File: src/design/srp_pkg.sv
// shared types and constants for the serial reply parser
// no dependencies; used by every module of the block

package srp_pkg;

   // frame selector and terminator characters
   localparam logic [7:0] CH_ACK   = 8'h61;  // 'a'
   localparam logic [7:0] CH_RETX  = 8'h74;  // 't'
   localparam logic [7:0] CH_RESP  = 8'h72;  // 'r'
   localparam logic [7:0] CH_ABORT = 8'h41;  // 'A'
   localparam logic [7:0] CH_RETOK = 8'h78;  // 'x'
   localparam logic [7:0] CH_CLEAR = 8'h43;  // 'C'

   // parse modes, one-hot
   typedef enum logic [6:0] {
      PM_IDLE  = 7'b0000001,
      PM_ACK   = 7'b0000010,
      PM_RETX  = 7'b0000100,
      PM_RID   = 7'b0001000,
      PM_RLEN  = 7'b0010000,
      PM_RDATA = 7'b0100000,
      PM_ABORT = 7'b1000000
   } mode_type;

   typedef enum logic [2:0] {
      EV_ACK     = 3'd0,
      EV_RETX    = 3'd1,
      EV_BADRETX = 3'd2,
      EV_RBYTE   = 3'd3,
      EV_EMPTY   = 3'd4,
      EV_ABORT   = 3'd5,
      EV_CLEAR   = 3'd6,
      EV_UNEXP   = 3'd7
   } event_type;

   typedef struct packed {
      logic       valid;
      logic [7:0] rx_byte;
   } in_word_type;

   typedef struct packed {
      logic [2:0] event_res;
      logic [7:0] cmd_id;
      logic [7:0] data_byte;
      logic [7:0] data_index;
      logic [7:0] reply_length;
      logic       last;
   } rsp_word_type;

   typedef struct packed {
      logic emit;
      logic advance;
   } step_ctrl_type;

endpackage

File: src/design/srp_if.sv
// handshake channel interfaces for the serial reply parser
// depends on nothing but plain logic types

interface srp_req_if;
   logic       valid;
   logic       ready;
   logic [7:0] rx_byte;

   modport source (output valid, output rx_byte, input ready);
   modport sink (input valid, input rx_byte, output ready);
endinterface

interface srp_rsp_if;
   logic       valid;
   logic       ready;
   logic [2:0] event_res;
   logic [7:0] cmd_id;
   logic [7:0] data_byte;
   logic [7:0] data_index;
   logic [7:0] reply_length;
   logic       last;

   modport source (
      output valid, output event_res, output cmd_id, output data_byte,
      output data_index, output reply_length, output last, input ready
   );
   modport sink (
      input valid, input event_res, input cmd_id, input data_byte,
      input data_index, input reply_length, input last, output ready
   );
endinterface

File: src/design/srp_in_stage.sv
// input register of the serial reply parser: holds one received word
// depends on srp_pkg

module srp_in_stage (
   input  logic                clock,
   input  logic                reset,
   input  logic                req_valid,
   input  logic [7:0]          req_byte,
   input  logic                advance,
   output logic                req_ready,
   output srp_pkg::in_word_type in_word
);

   logic       valid_ff, valid_in;
   logic [7:0] byte_ff, byte_in;
   logic       take;

   // a new word may enter when the held one leaves in the same cycle
   assign req_ready = !valid_ff || advance;
   assign take      = req_valid && req_ready;

   always_comb begin
      valid_in = valid_ff;
      byte_in  = byte_ff;
      if (take) begin
         valid_in = 1'b1;
         byte_in  = req_byte;
      end else if (advance) begin
         valid_in = 1'b0;
      end
   end

   always_ff @(posedge clock) begin
      if (reset) begin
         valid_ff <= 1'b0;
      end else begin
         valid_ff <= valid_in;
      end
      byte_ff <= byte_in;
   end

   assign in_word = '{valid: valid_ff, rx_byte: byte_ff};

endmodule

File: src/design/srp_decode.sv
// frame decoder of the serial reply parser: parse mode, response context
// and the result of the held word; depends on srp_pkg

module srp_decode (
   input  logic                 clock,
   input  logic                 reset,
   input  srp_pkg::in_word_type in_word,
   input  logic                 advance,
   output logic                 emit,
   output srp_pkg::rsp_word_type result
);

   srp_pkg::mode_type mode_ff, mode_in;
   logic [7:0] reply_id_ff, reply_id_in;
   logic [7:0] reply_len_ff, reply_len_in;
   logic [7:0] seen_ff, seen_in;
   logic [7:0] b;
   logic [8:0] next_count;
   logic       final_byte;

   assign b          = in_word.rx_byte;
   assign next_count = {1'b0, seen_ff} + 9'd1;
   assign final_byte = next_count >= {1'b0, reply_len_ff};

   always_comb begin
      mode_in      = mode_ff;
      reply_id_in  = reply_id_ff;
      reply_len_in = reply_len_ff;
      seen_in      = seen_ff;
      emit         = 1'b0;
      result       = '0;
      unique case (mode_ff)
         srp_pkg::PM_ACK: begin
            mode_in          = srp_pkg::PM_IDLE;
            emit             = 1'b1;
            result.event_res = srp_pkg::EV_ACK;
            result.cmd_id    = b;
         end
         srp_pkg::PM_RETX: begin
            mode_in          = srp_pkg::PM_IDLE;
            emit             = 1'b1;
            result.event_res = (b == srp_pkg::CH_RETOK) ? srp_pkg::EV_RETX
                                                        : srp_pkg::EV_BADRETX;
         end
         srp_pkg::PM_RID: begin
            reply_id_in = b;
            mode_in     = srp_pkg::PM_RLEN;
         end
         srp_pkg::PM_RLEN: begin
            reply_len_in = b;
            seen_in      = '0;
            if (b == 8'd0) begin
               mode_in          = srp_pkg::PM_IDLE;
               emit             = 1'b1;
               result.event_res = srp_pkg::EV_EMPTY;
               result.cmd_id    = reply_id_ff;
            end else begin
               mode_in = srp_pkg::PM_RDATA;
            end
         end
         srp_pkg::PM_RDATA: begin
            seen_in             = next_count[7:0];
            emit                = 1'b1;
            result.event_res    = srp_pkg::EV_RBYTE;
            result.cmd_id       = reply_id_ff;
            result.data_byte    = b;
            result.data_index   = seen_ff;
            result.reply_length = reply_len_ff;
            result.last         = final_byte;
            if (final_byte) begin
               mode_in = srp_pkg::PM_IDLE;
            end
         end
         srp_pkg::PM_ABORT: begin
            if (b == srp_pkg::CH_CLEAR) begin
               mode_in          = srp_pkg::PM_IDLE;
               emit             = 1'b1;
               result.event_res = srp_pkg::EV_CLEAR;
            end
         end
         default: begin
            // idle: the word selects the frame kind
            priority if (b == srp_pkg::CH_ACK) begin
               mode_in = srp_pkg::PM_ACK;
            end else if (b == srp_pkg::CH_RETX) begin
               mode_in = srp_pkg::PM_RETX;
            end else if (b == srp_pkg::CH_RESP) begin
               mode_in = srp_pkg::PM_RID;
            end else if (b == srp_pkg::CH_ABORT) begin
               mode_in          = srp_pkg::PM_ABORT;
               emit             = 1'b1;
               result.event_res = srp_pkg::EV_ABORT;
            end else begin
               mode_in          = srp_pkg::PM_IDLE;
               emit             = 1'b1;
               result.event_res = srp_pkg::EV_UNEXP;
            end
         end
      endcase
      if (!in_word.valid) begin
         emit = 1'b0;
      end
   end

   always_ff @(posedge clock) begin
      if (reset) begin
         mode_ff      <= srp_pkg::PM_IDLE;
         reply_id_ff  <= '0;
         reply_len_ff <= '0;
         seen_ff      <= '0;
      end else if (advance) begin
         mode_ff      <= mode_in;
         reply_id_ff  <= reply_id_in;
         reply_len_ff <= reply_len_in;
         seen_ff      <= seen_in;
      end
   end

endmodule

File: src/design/srp_out_stage.sv
// result register of the serial reply parser
// depends on srp_pkg

module srp_out_stage (
   input  logic                  clock,
   input  logic                  reset,
   input  srp_pkg::step_ctrl_type ctrl,
   input  srp_pkg::rsp_word_type result,
   input  logic                  rsp_ready,
   output logic                  can_load,
   output logic                  rsp_valid,
   output srp_pkg::rsp_word_type rsp_word
);

   logic                  valid_ff, valid_in;
   srp_pkg::rsp_word_type word_ff, word_in;
   logic                  load;

   assign can_load = !valid_ff || rsp_ready;
   assign load     = ctrl.advance && ctrl.emit;

   always_comb begin
      valid_in = valid_ff;
      word_in  = word_ff;
      if (load) begin
         valid_in = 1'b1;
         word_in  = result;
      end else if (rsp_ready) begin
         valid_in = 1'b0;
      end
   end

   always_ff @(posedge clock) begin
      if (reset) begin
         valid_ff <= 1'b0;
      end else begin
         valid_ff <= valid_in;
      end
      word_ff <= word_in;
   end

   assign rsp_valid = valid_ff;
   assign rsp_word  = word_ff;

endmodule

File: src/design/serial_reply_parser_unit.sv
// serial reply parser, top level: input register, frame decoder, result register
// depends on srp_pkg, srp_if, srp_in_stage, srp_decode, srp_out_stage
//
// req_chan takes one received byte per word. rsp_chan gives at most one
// event word per received byte: event code, command id, data byte, data
// index, announced length and last mark. Selector bytes a, t, r, the response
// id, a nonzero length byte and non-C bytes after an abort give no word.
// A byte accepted into the input register is decoded there, and its event
// word is loaded into the result register, which drives rsp_chan.
// A new byte is accepted every cycle and the rate is one word per cycle,
// as long as the receiver on rsp_chan does not stall.
// When the receiver stalls, the result register holds its word; the held
// input byte then waits only if it would produce a word, and req_chan.ready
// falls until the result register frees up.
// Reset (synchronous) returns the parser to idle, clears the response id,
// length and byte count, and empties both registers.

module serial_reply_parser_unit (
   input logic       clock,
   input logic       reset,
   srp_req_if.sink   req_chan,
   srp_rsp_if.source rsp_chan
);

   srp_pkg::in_word_type   in_word;
   srp_pkg::rsp_word_type  result;
   srp_pkg::rsp_word_type  rsp_word;
   srp_pkg::step_ctrl_type ctrl;
   logic                   emit;
   logic                   can_load;
   logic                   rsp_valid;

   // the held word moves on unless its event has nowhere to go
   assign ctrl = '{emit: emit, advance: in_word.valid && (!emit || can_load)};

   srp_in_stage u_in (
      .clock     (clock),
      .reset     (reset),
      .req_valid (req_chan.valid),
      .req_byte  (req_chan.rx_byte),
      .advance   (ctrl.advance),
      .req_ready (req_chan.ready),
      .in_word   (in_word)
   );

   srp_decode u_decode (
      .clock   (clock),
      .reset   (reset),
      .in_word (in_word),
      .advance (ctrl.advance),
      .emit    (emit),
      .result  (result)
   );

   srp_out_stage u_out (
      .clock     (clock),
      .reset     (reset),
      .ctrl      (ctrl),
      .result    (result),
      .rsp_ready (rsp_chan.ready),
      .can_load  (can_load),
      .rsp_valid (rsp_valid),
      .rsp_word  (rsp_word)
   );

   assign rsp_chan.valid        = rsp_valid;
   assign rsp_chan.event_res    = rsp_word.event_res;
   assign rsp_chan.cmd_id       = rsp_word.cmd_id;
   assign rsp_chan.data_byte    = rsp_word.data_byte;
   assign rsp_chan.data_index   = rsp_word.data_index;
   assign rsp_chan.reply_length = rsp_word.reply_length;
   assign rsp_chan.last         = rsp_word.last;

   // a held byte that is not consumed stays put
   a_in_hold: assert property (@(posedge clock) disable iff (reset)
      in_word.valid && !ctrl.advance |=> in_word.valid && $stable(in_word.rx_byte))
      else $error("held input word lost or changed");

   // an event is never loaded over an undelivered word
   a_no_overwrite: assert property (@(posedge clock) disable iff (reset)
      ctrl.advance && ctrl.emit |-> !rsp_valid || rsp_chan.ready)
      else $error("result register overwritten");

   // last mark only on response data
   a_last_kind: assert property (@(posedge clock) disable iff (reset)
      rsp_valid && rsp_word.last |-> rsp_word.event_res == srp_pkg::EV_RBYTE)
      else $error("last mark on a non-data event");

   // data index stays inside the announced length
   a_index_range: assert property (@(posedge clock) disable iff (reset)
      rsp_valid && rsp_word.event_res == srp_pkg::EV_RBYTE
         |-> rsp_word.data_index < rsp_word.reply_length)
      else $error("data index beyond announced length");

endmodule
File: src/flat_wrapper.sv
// flat-port wrapper written by rule: the top's interface ports become plain ports
module serial_reply_parser_unit_flat 
  (clock, reset, req_chan_valid, req_chan_rx_byte, req_chan_ready, rsp_chan_valid, rsp_chan_event_res, rsp_chan_cmd_id, rsp_chan_data_byte, rsp_chan_data_index, rsp_chan_reply_length, rsp_chan_last, rsp_chan_ready);
  srp_req_if req_chan_i ();
  srp_rsp_if rsp_chan_i ();
  input logic clock;
  input logic reset;
  input wire logic [$bits(req_chan_i.valid)-1:0] req_chan_valid;
  input wire logic [$bits(req_chan_i.rx_byte)-1:0] req_chan_rx_byte;
  output wire logic [$bits(req_chan_i.ready)-1:0] req_chan_ready;
  output wire logic [$bits(rsp_chan_i.valid)-1:0] rsp_chan_valid;
  output wire logic [$bits(rsp_chan_i.event_res)-1:0] rsp_chan_event_res;
  output wire logic [$bits(rsp_chan_i.cmd_id)-1:0] rsp_chan_cmd_id;
  output wire logic [$bits(rsp_chan_i.data_byte)-1:0] rsp_chan_data_byte;
  output wire logic [$bits(rsp_chan_i.data_index)-1:0] rsp_chan_data_index;
  output wire logic [$bits(rsp_chan_i.reply_length)-1:0] rsp_chan_reply_length;
  output wire logic [$bits(rsp_chan_i.last)-1:0] rsp_chan_last;
  input wire logic [$bits(rsp_chan_i.ready)-1:0] rsp_chan_ready;
  assign req_chan_i.valid = req_chan_valid;
  assign req_chan_i.rx_byte = req_chan_rx_byte;
  assign req_chan_ready = req_chan_i.ready;
  assign rsp_chan_valid = rsp_chan_i.valid;
  assign rsp_chan_event_res = rsp_chan_i.event_res;
  assign rsp_chan_cmd_id = rsp_chan_i.cmd_id;
  assign rsp_chan_data_byte = rsp_chan_i.data_byte;
  assign rsp_chan_data_index = rsp_chan_i.data_index;
  assign rsp_chan_reply_length = rsp_chan_i.reply_length;
  assign rsp_chan_last = rsp_chan_i.last;
  assign rsp_chan_i.ready = rsp_chan_ready;
  serial_reply_parser_unit u_core (.clock(clock), .reset(reset), .req_chan(req_chan_i), .rsp_chan(rsp_chan_i));
endmodule
File: config.mk
export PLATFORM = sky130hd
export DESIGN_NAME = serial_reply_parser_unit_flat
export DESIGN_NICKNAME = d
export VERILOG_FILES = /design/src/design/srp_pkg.sv /design/src/design/srp_if.sv /design/src/design/srp_in_stage.sv /design/src/design/srp_decode.sv /design/src/design/srp_out_stage.sv /design/src/design/serial_reply_parser_unit.sv /design/src/flat_wrapper.sv
export SDC_FILE = /design/constraint.sdc
export NUM_CORES = 1
export LEC_CHECK = 0
export BUFFER_PORTS_ARGS = -buffer_cell sky130_fd_sc_hd__buf_2
export CORE_AREA = 2 2 104 106
export DETAILED_ROUTE_END_ITERATION = 7
export DIE_AREA = 0 0 106 108
export SLEW_MARGIN = 5
export SYNTH_ARGS = -nofsm -noshare
export SYNTH_HDL_FRONTEND = slang
export SYNTH_HIERARCHICAL = 1
export SYNTH_SLANG_ARGS = --single-unit
File: constraint.sdc
create_clock -name clock -period 8.6 [get_ports clock]
set_input_delay 1.29 -clock clock [delete_from_list [all_inputs] [get_ports clock]]
set_output_delay 1.29 -clock clock [all_outputs]
set_load 0.1 [all_outputs]
# Word-level counts from Yosys, hierarchy flattened
# Index checks and enable logic that the tools add are counted.
[totals]
ff_bits = 77
input_bits = 12
output_inout_bits = 38
[classes]
n_addsub = 1
n_lt_le_gt_ge = 1
eq_ne = 14
n_mux = 29
reduce_logical = 20
[op_table]
columns = ["cell", "count"]
rows = [
  ["8-bit by 7-bit equality test with 1-bit output (second input constant)", 6],
  ["7-bit two-way mux", 6],
  ["7-bit case mux with 5 select lines", 1],
  ["8-bit case mux with 3 select lines", 1],
  ["8-bit case mux with 2 select lines", 1],
  ["3-bit case mux with 5 select lines", 1],
  ["3-bit two-way mux", 4],
  ["11-bit two-way mux", 1],
  ["1-bit two-way mux", 10],
  ["8-bit by 1-bit adder with 9-bit output (second input constant)", 1],
  ["9-bit by 8-bit greater-or-equal comparator with 1-bit output", 1],
  ["8-bit zero test", 1],
  ["7-bit by 2-bit equality test with 1-bit output (second input constant)", 1],
  ["7-bit by 3-bit equality test with 1-bit output (second input constant)", 1],
  ["7-bit by 4-bit equality test with 1-bit output (second input constant)", 1],
  ["7-bit by 5-bit equality test with 1-bit output (second input constant)", 1],
  ["7-bit by 6-bit equality test with 1-bit output (second input constant)", 1],
  ["7-bit equality test (second input constant)", 1],
  ["6-bit two-way mux", 1],
  ["2-bit AND reduction", 3],
  ["2-bit nonzero test", 3],
  ["2-bit two-way mux", 2],
  ["2-bit != test (second input constant)", 2],
  ["1-bit case mux with 4 select lines", 1],
  ["6 further kinds", 13],
]

# Depth between registers and ports, before layout
[logic_depth]
depth_word = 12
ltp_mapped = 14

# Modules after synthesis
# Netlist, hierarchy kept.
[by_module_without_submodules]
columns = ["module", "instances", "cells_per_inst", "area_per_inst_um2", "seq_area_each_um2"]
rows = [
  ["srp_decode", 1, 262, 2099.5, 620.6],
  ["srp_out_stage", 1, 41, 1131.1, 1101.1],
  ["srp_in_stage", 1, 14, 302.8, 260.2],
  ["serial_reply_parser_unit", 1, 2, 11.3, 0.0],
]

# Worst setup path before layout
# Ideal clock, no wire load.
[synth_timing]
kind = "reg2out"
startpoint = "reg u_core.u_decode.mode_ff[1]"
endpoint = "out req_chan_ready"
arrival_time_ps = 2433
setup_slack_ps = 4877
path_stages_with_launch = 9
cell_sequence = "dfxtp_1 or4_4 or4b_1 buf_2 o21ai_2 nor3b_1 a21boi_0 a21boi_1 nand2b_4"
[synth_lines]
columns = ["element", "line_no", "rtl"]
rows = [
  ["start: declaration", "srp_decode.sv:13", "srp_pkg::mode_type mode_ff, mode_in;"],
  ["start signal: assignment", "srp_decode.sv:107", "mode_ff <= srp_pkg::PM_IDLE;"],
  ["start signal: assignment", "srp_decode.sv:112", "mode_ff <= mode_in;"],
  ["end: declaration", "flat_wrapper.sv:10", "output wire logic [$bits(req_chan_i.ready)-1:0] req_chan_ready;"],
]

==> metrics.txt <==
Finished Cell Area=4100 sq um; Tightest Pin Transition=0.942 ns; Startpoint Class=register; Post-CTS Hold Fix Bufs=0; met2 Resource Use GR=0.220; Data required, critical path=7.31 ns; TritonCTS clock tree=yes; area of the multi-input gates=1460 sq um; Cell Pwr Density=179 nW/um^2; met1 Track Usage GR=0.177; GRT Resource Usage Total=0.136; starting density of the core=0.346; Post-synth ARST share=0; total of cells resized after clock tree synthesis=0; die span in y=108 um; Max IR drop VDD=0.0837 mV; Tcrit/Tclk final=0.603; DP Cell Count=488; largest cells by area after synthesis=edfxtp_1, dfxtp_1, mux2i_1; ys flop type=edfxtp_1; largest net degree at the start of global routing=37; diodes inserted=0; Layout area overhead=15.8%; std cell rows=37; GPL Wtd Cong=0.801; placed cell area=3910 sq um; post-synth top area cell=edfxtp_1; first-iteration detailed-routing DRC count=98; WS Path Type=register to output port; Achievable Freq=193 MHz; Die Span X=106 um; Die Area=11400 sq um; EDFF count, synth=44; Reg-to-Reg End=u_core/u_decode/seen_ff[2]$_SDFFE_PP0P_; instance count on the critical path=8; most instantiated library cell after synthesis=edfxtp_1; register area share after synthesis=0.559; Layout Nets=384; CP delay by family, top=simple AND/OR/NAND/NOR gates; met3 GRT Util=0.0295; Synth top area share=0.373; CP endpoint=req_chan_ready; synthesized cell area=3540 sq um; R2R Path Start=u_core/u_decode/mode_ff[1]$_SDFFE_PP0P_; Hold Violations, Final=0; reg2reg setup slack=4.26 ns; Reg clk slew, reported paths=0.08 ns; Pins Over Slew Limit=0; DRT antenna net count=0; CP peak stage delay=0.85 ns; arrival time worst endpoint=3.90 ns; synth cell count leaders=edfxtp_1, nor2_1, dfxtp_1; CP bufs+invs=1; Longest Clk Path Bufs=2; leak pwr=1.54 nW; Cell variety after synth=51; H-tree lvl count=3; Worst Hold Class=register to register; CTS sink cnt=77; CP Max Fanout=22; Synth Instances=319; Root Driver=clkbuf_8; setup bufs post-CTS=0; Finished Core Util=0.401; worst clock skew=0.00885 ns; register area=1980 sq um; syn_nets=340; slowest CP cell=or4b_1; Clk Latency, worst-skew pair=0.34 ns; final cell count without fillers=504; syn_area_per_cell=11.1 sq um; core footprint=10200 sq um; routed len/inst=14.2 um; Yosys reg bits=77; CTS buffer count=9; crit path capture type=output port; Worst Reg-to-Reg Cells=9; global-route wire length before repair=12000 um; DRT Pass-1 Iters=4; Final Routed Wirelength=7150 um; vias post-DR=2457; Ports=50; GRT busiest layer=met2; port buffer count=49; Max Cap Viol=0; DR vias/cell=4.88; GR Overflow Total=0; initial antenna violation count=0; DR DRC count=0; layout cells sized above 1=0.204; result of the run=complete, no violations; FILL cells=1014; Crit. Startpoint=u_core/u_decode/mode_ff[1]$_SDFFE_PP0P_; setup_tns=0 ns; slew margin rel.=0.369; RSZ-0062 raised after global routing=false; post-layout min period=5.19 ns; Ys Warns=6; worst-path cell chain=or4_4, or4b_1, and3_1, a31oi_1, a21boi_0, a21boi_1, nand2b_4, buf_2; vias in the first global route=2444; detailed-placement wirelength estimate=5000 um; Setup Viol. Count Final=0
-- placed cells by master (no fill, tap or decap), drive strengths merged, types with 4 or more instances in the layout --
cell type   n
buf        50
edfxtp     44
nor2       41
dfxtp      33
mux2i      21
and2       16
inv        14
nand3      12
nand2      12
clkbuf     10
nand2b     10
a21oi      10
ha          9
a22o        8
nor3        7
o21ai       6
nor4b       6
xnor2       5
xor2        4
nor2b       4
-- metrics by stage --
| step | hold WS, ns | total power, mW | setup slack, ns |
|---|---|---|---|
| 6_report | 0.499 | 0.733 | 3.41 |
| 5_1_grt | 0.525 | 0.761 | 3.13 |
| 4_1_cts | 0.504 | 0.741 | 3.42 |
| 3_5_place_dp | 0.487 | 0.476 | 3.84 |
| 3_3_place_gp | 0.477 | 0.476 | 3.93 |
| 2_1_floorplan | 0.464 | 0.464 | 4.88 |
-- state kept, by name, indices dropped and copies added, names as in the netlist --
name	count
u_core/u_decode/seen_ff	8
u_core/u_in/valid_ff	1
u_core/u_out/rsp_word	36
u_core/u_in/byte_ff	8
u_core/u_decode/reply_id_ff	8
u_core/u_decode/mode_ff	7
u_core/u_out/rsp_valid	1
u_core/u_decode/reply_len_ff	8
-- metal layers --
layer | share of wire | wire length (um)
met5 | 0 | 0
met4 | 0.011 | 80
met3 | 0.052 | 371
met2 | 0.48 | 3410
met1 | 0.46 | 3290
-- layout make-up --
class                      instances  share of cell area
tap                              136              0.0415
sequential                        77               0.483
inverter                          14              0.0128
multi-input combinational        211               0.355
timing repair buffer              50              0.0616
clock inverter                     6              0.0155
clock buffer                      10              0.0311
-- cells by family (layout without fill, tap and decap cells) --
logic type               Yosys count  in the layout  synth area share
XOR/XNOR                           9              9            0.0222
buffers and inverters             31             80            0.0346
flip-flops                        77             77             0.559
AND/OR/NAND/NOR                  132            132             0.211
adder cells (fa/ha/maj)            9              9            0.0318
multiplexers                      21             21            0.0593
AO/OA/AOI/OAI                     40             40            0.0815
-- worst reg2reg max path: stages, from the launching register on --
cell and delay, ns:
dfxtp_1 0.36, or4_4 0.60, or4b_1 0.85, and3_1 0.36, a31oi_1 0.19, a21boi_0 0.16, a21boi_1 0.39, or4b_1 0.73
or4_1 0.49, a21oi_1 0.15
-- power breakdown --
| group | total [mW] | internal [mW] | switching (mW) |
|---|---|---|---|
| combinational | 0.0639 | 0.0112 | 0.0527 |
| clock | 0.265 | 0.134 | 0.132 |
| sequential | 0.403 | 0.396 | 0.00760 |
| total | 0.733 | 0.540 | 0.192 |
-- how the worst min path moves through the flow --
stage,start,end,slack (ns),cells past startpoint
after global placement,u_core/u_decode/reply_id_ff[6]$_SDFFE_PP0P_,u_core/u_decode/reply_id_ff[6]$_SDFFE_PP0P_,0.48,2
after CTS,u_core/u_out/rsp_valid$_SDFFE_PP0P_,u_core/u_out/rsp_valid$_SDFFE_PP0P_,0.50,2
after floorplan,u_core/u_decode/reply_len_ff[1]$_SDFFE_PP0P_,u_core/u_decode/reply_len_ff[1]$_SDFFE_PP0P_,0.46,2
after detailed placement,u_core/u_decode/reply_len_ff[5]$_SDFFE_PP0P_,u_core/u_decode/reply_len_ff[5]$_SDFFE_PP0P_,0.49,2
after global routing,u_core/u_out/rsp_valid$_SDFFE_PP0P_,u_core/u_out/rsp_valid$_SDFFE_PP0P_,0.52,2
final,u_core/u_out/rsp_valid$_SDFFE_PP0P_,u_core/u_out/rsp_valid$_SDFFE_PP0P_,0.50,2
(Power assumes the default switching activity.)
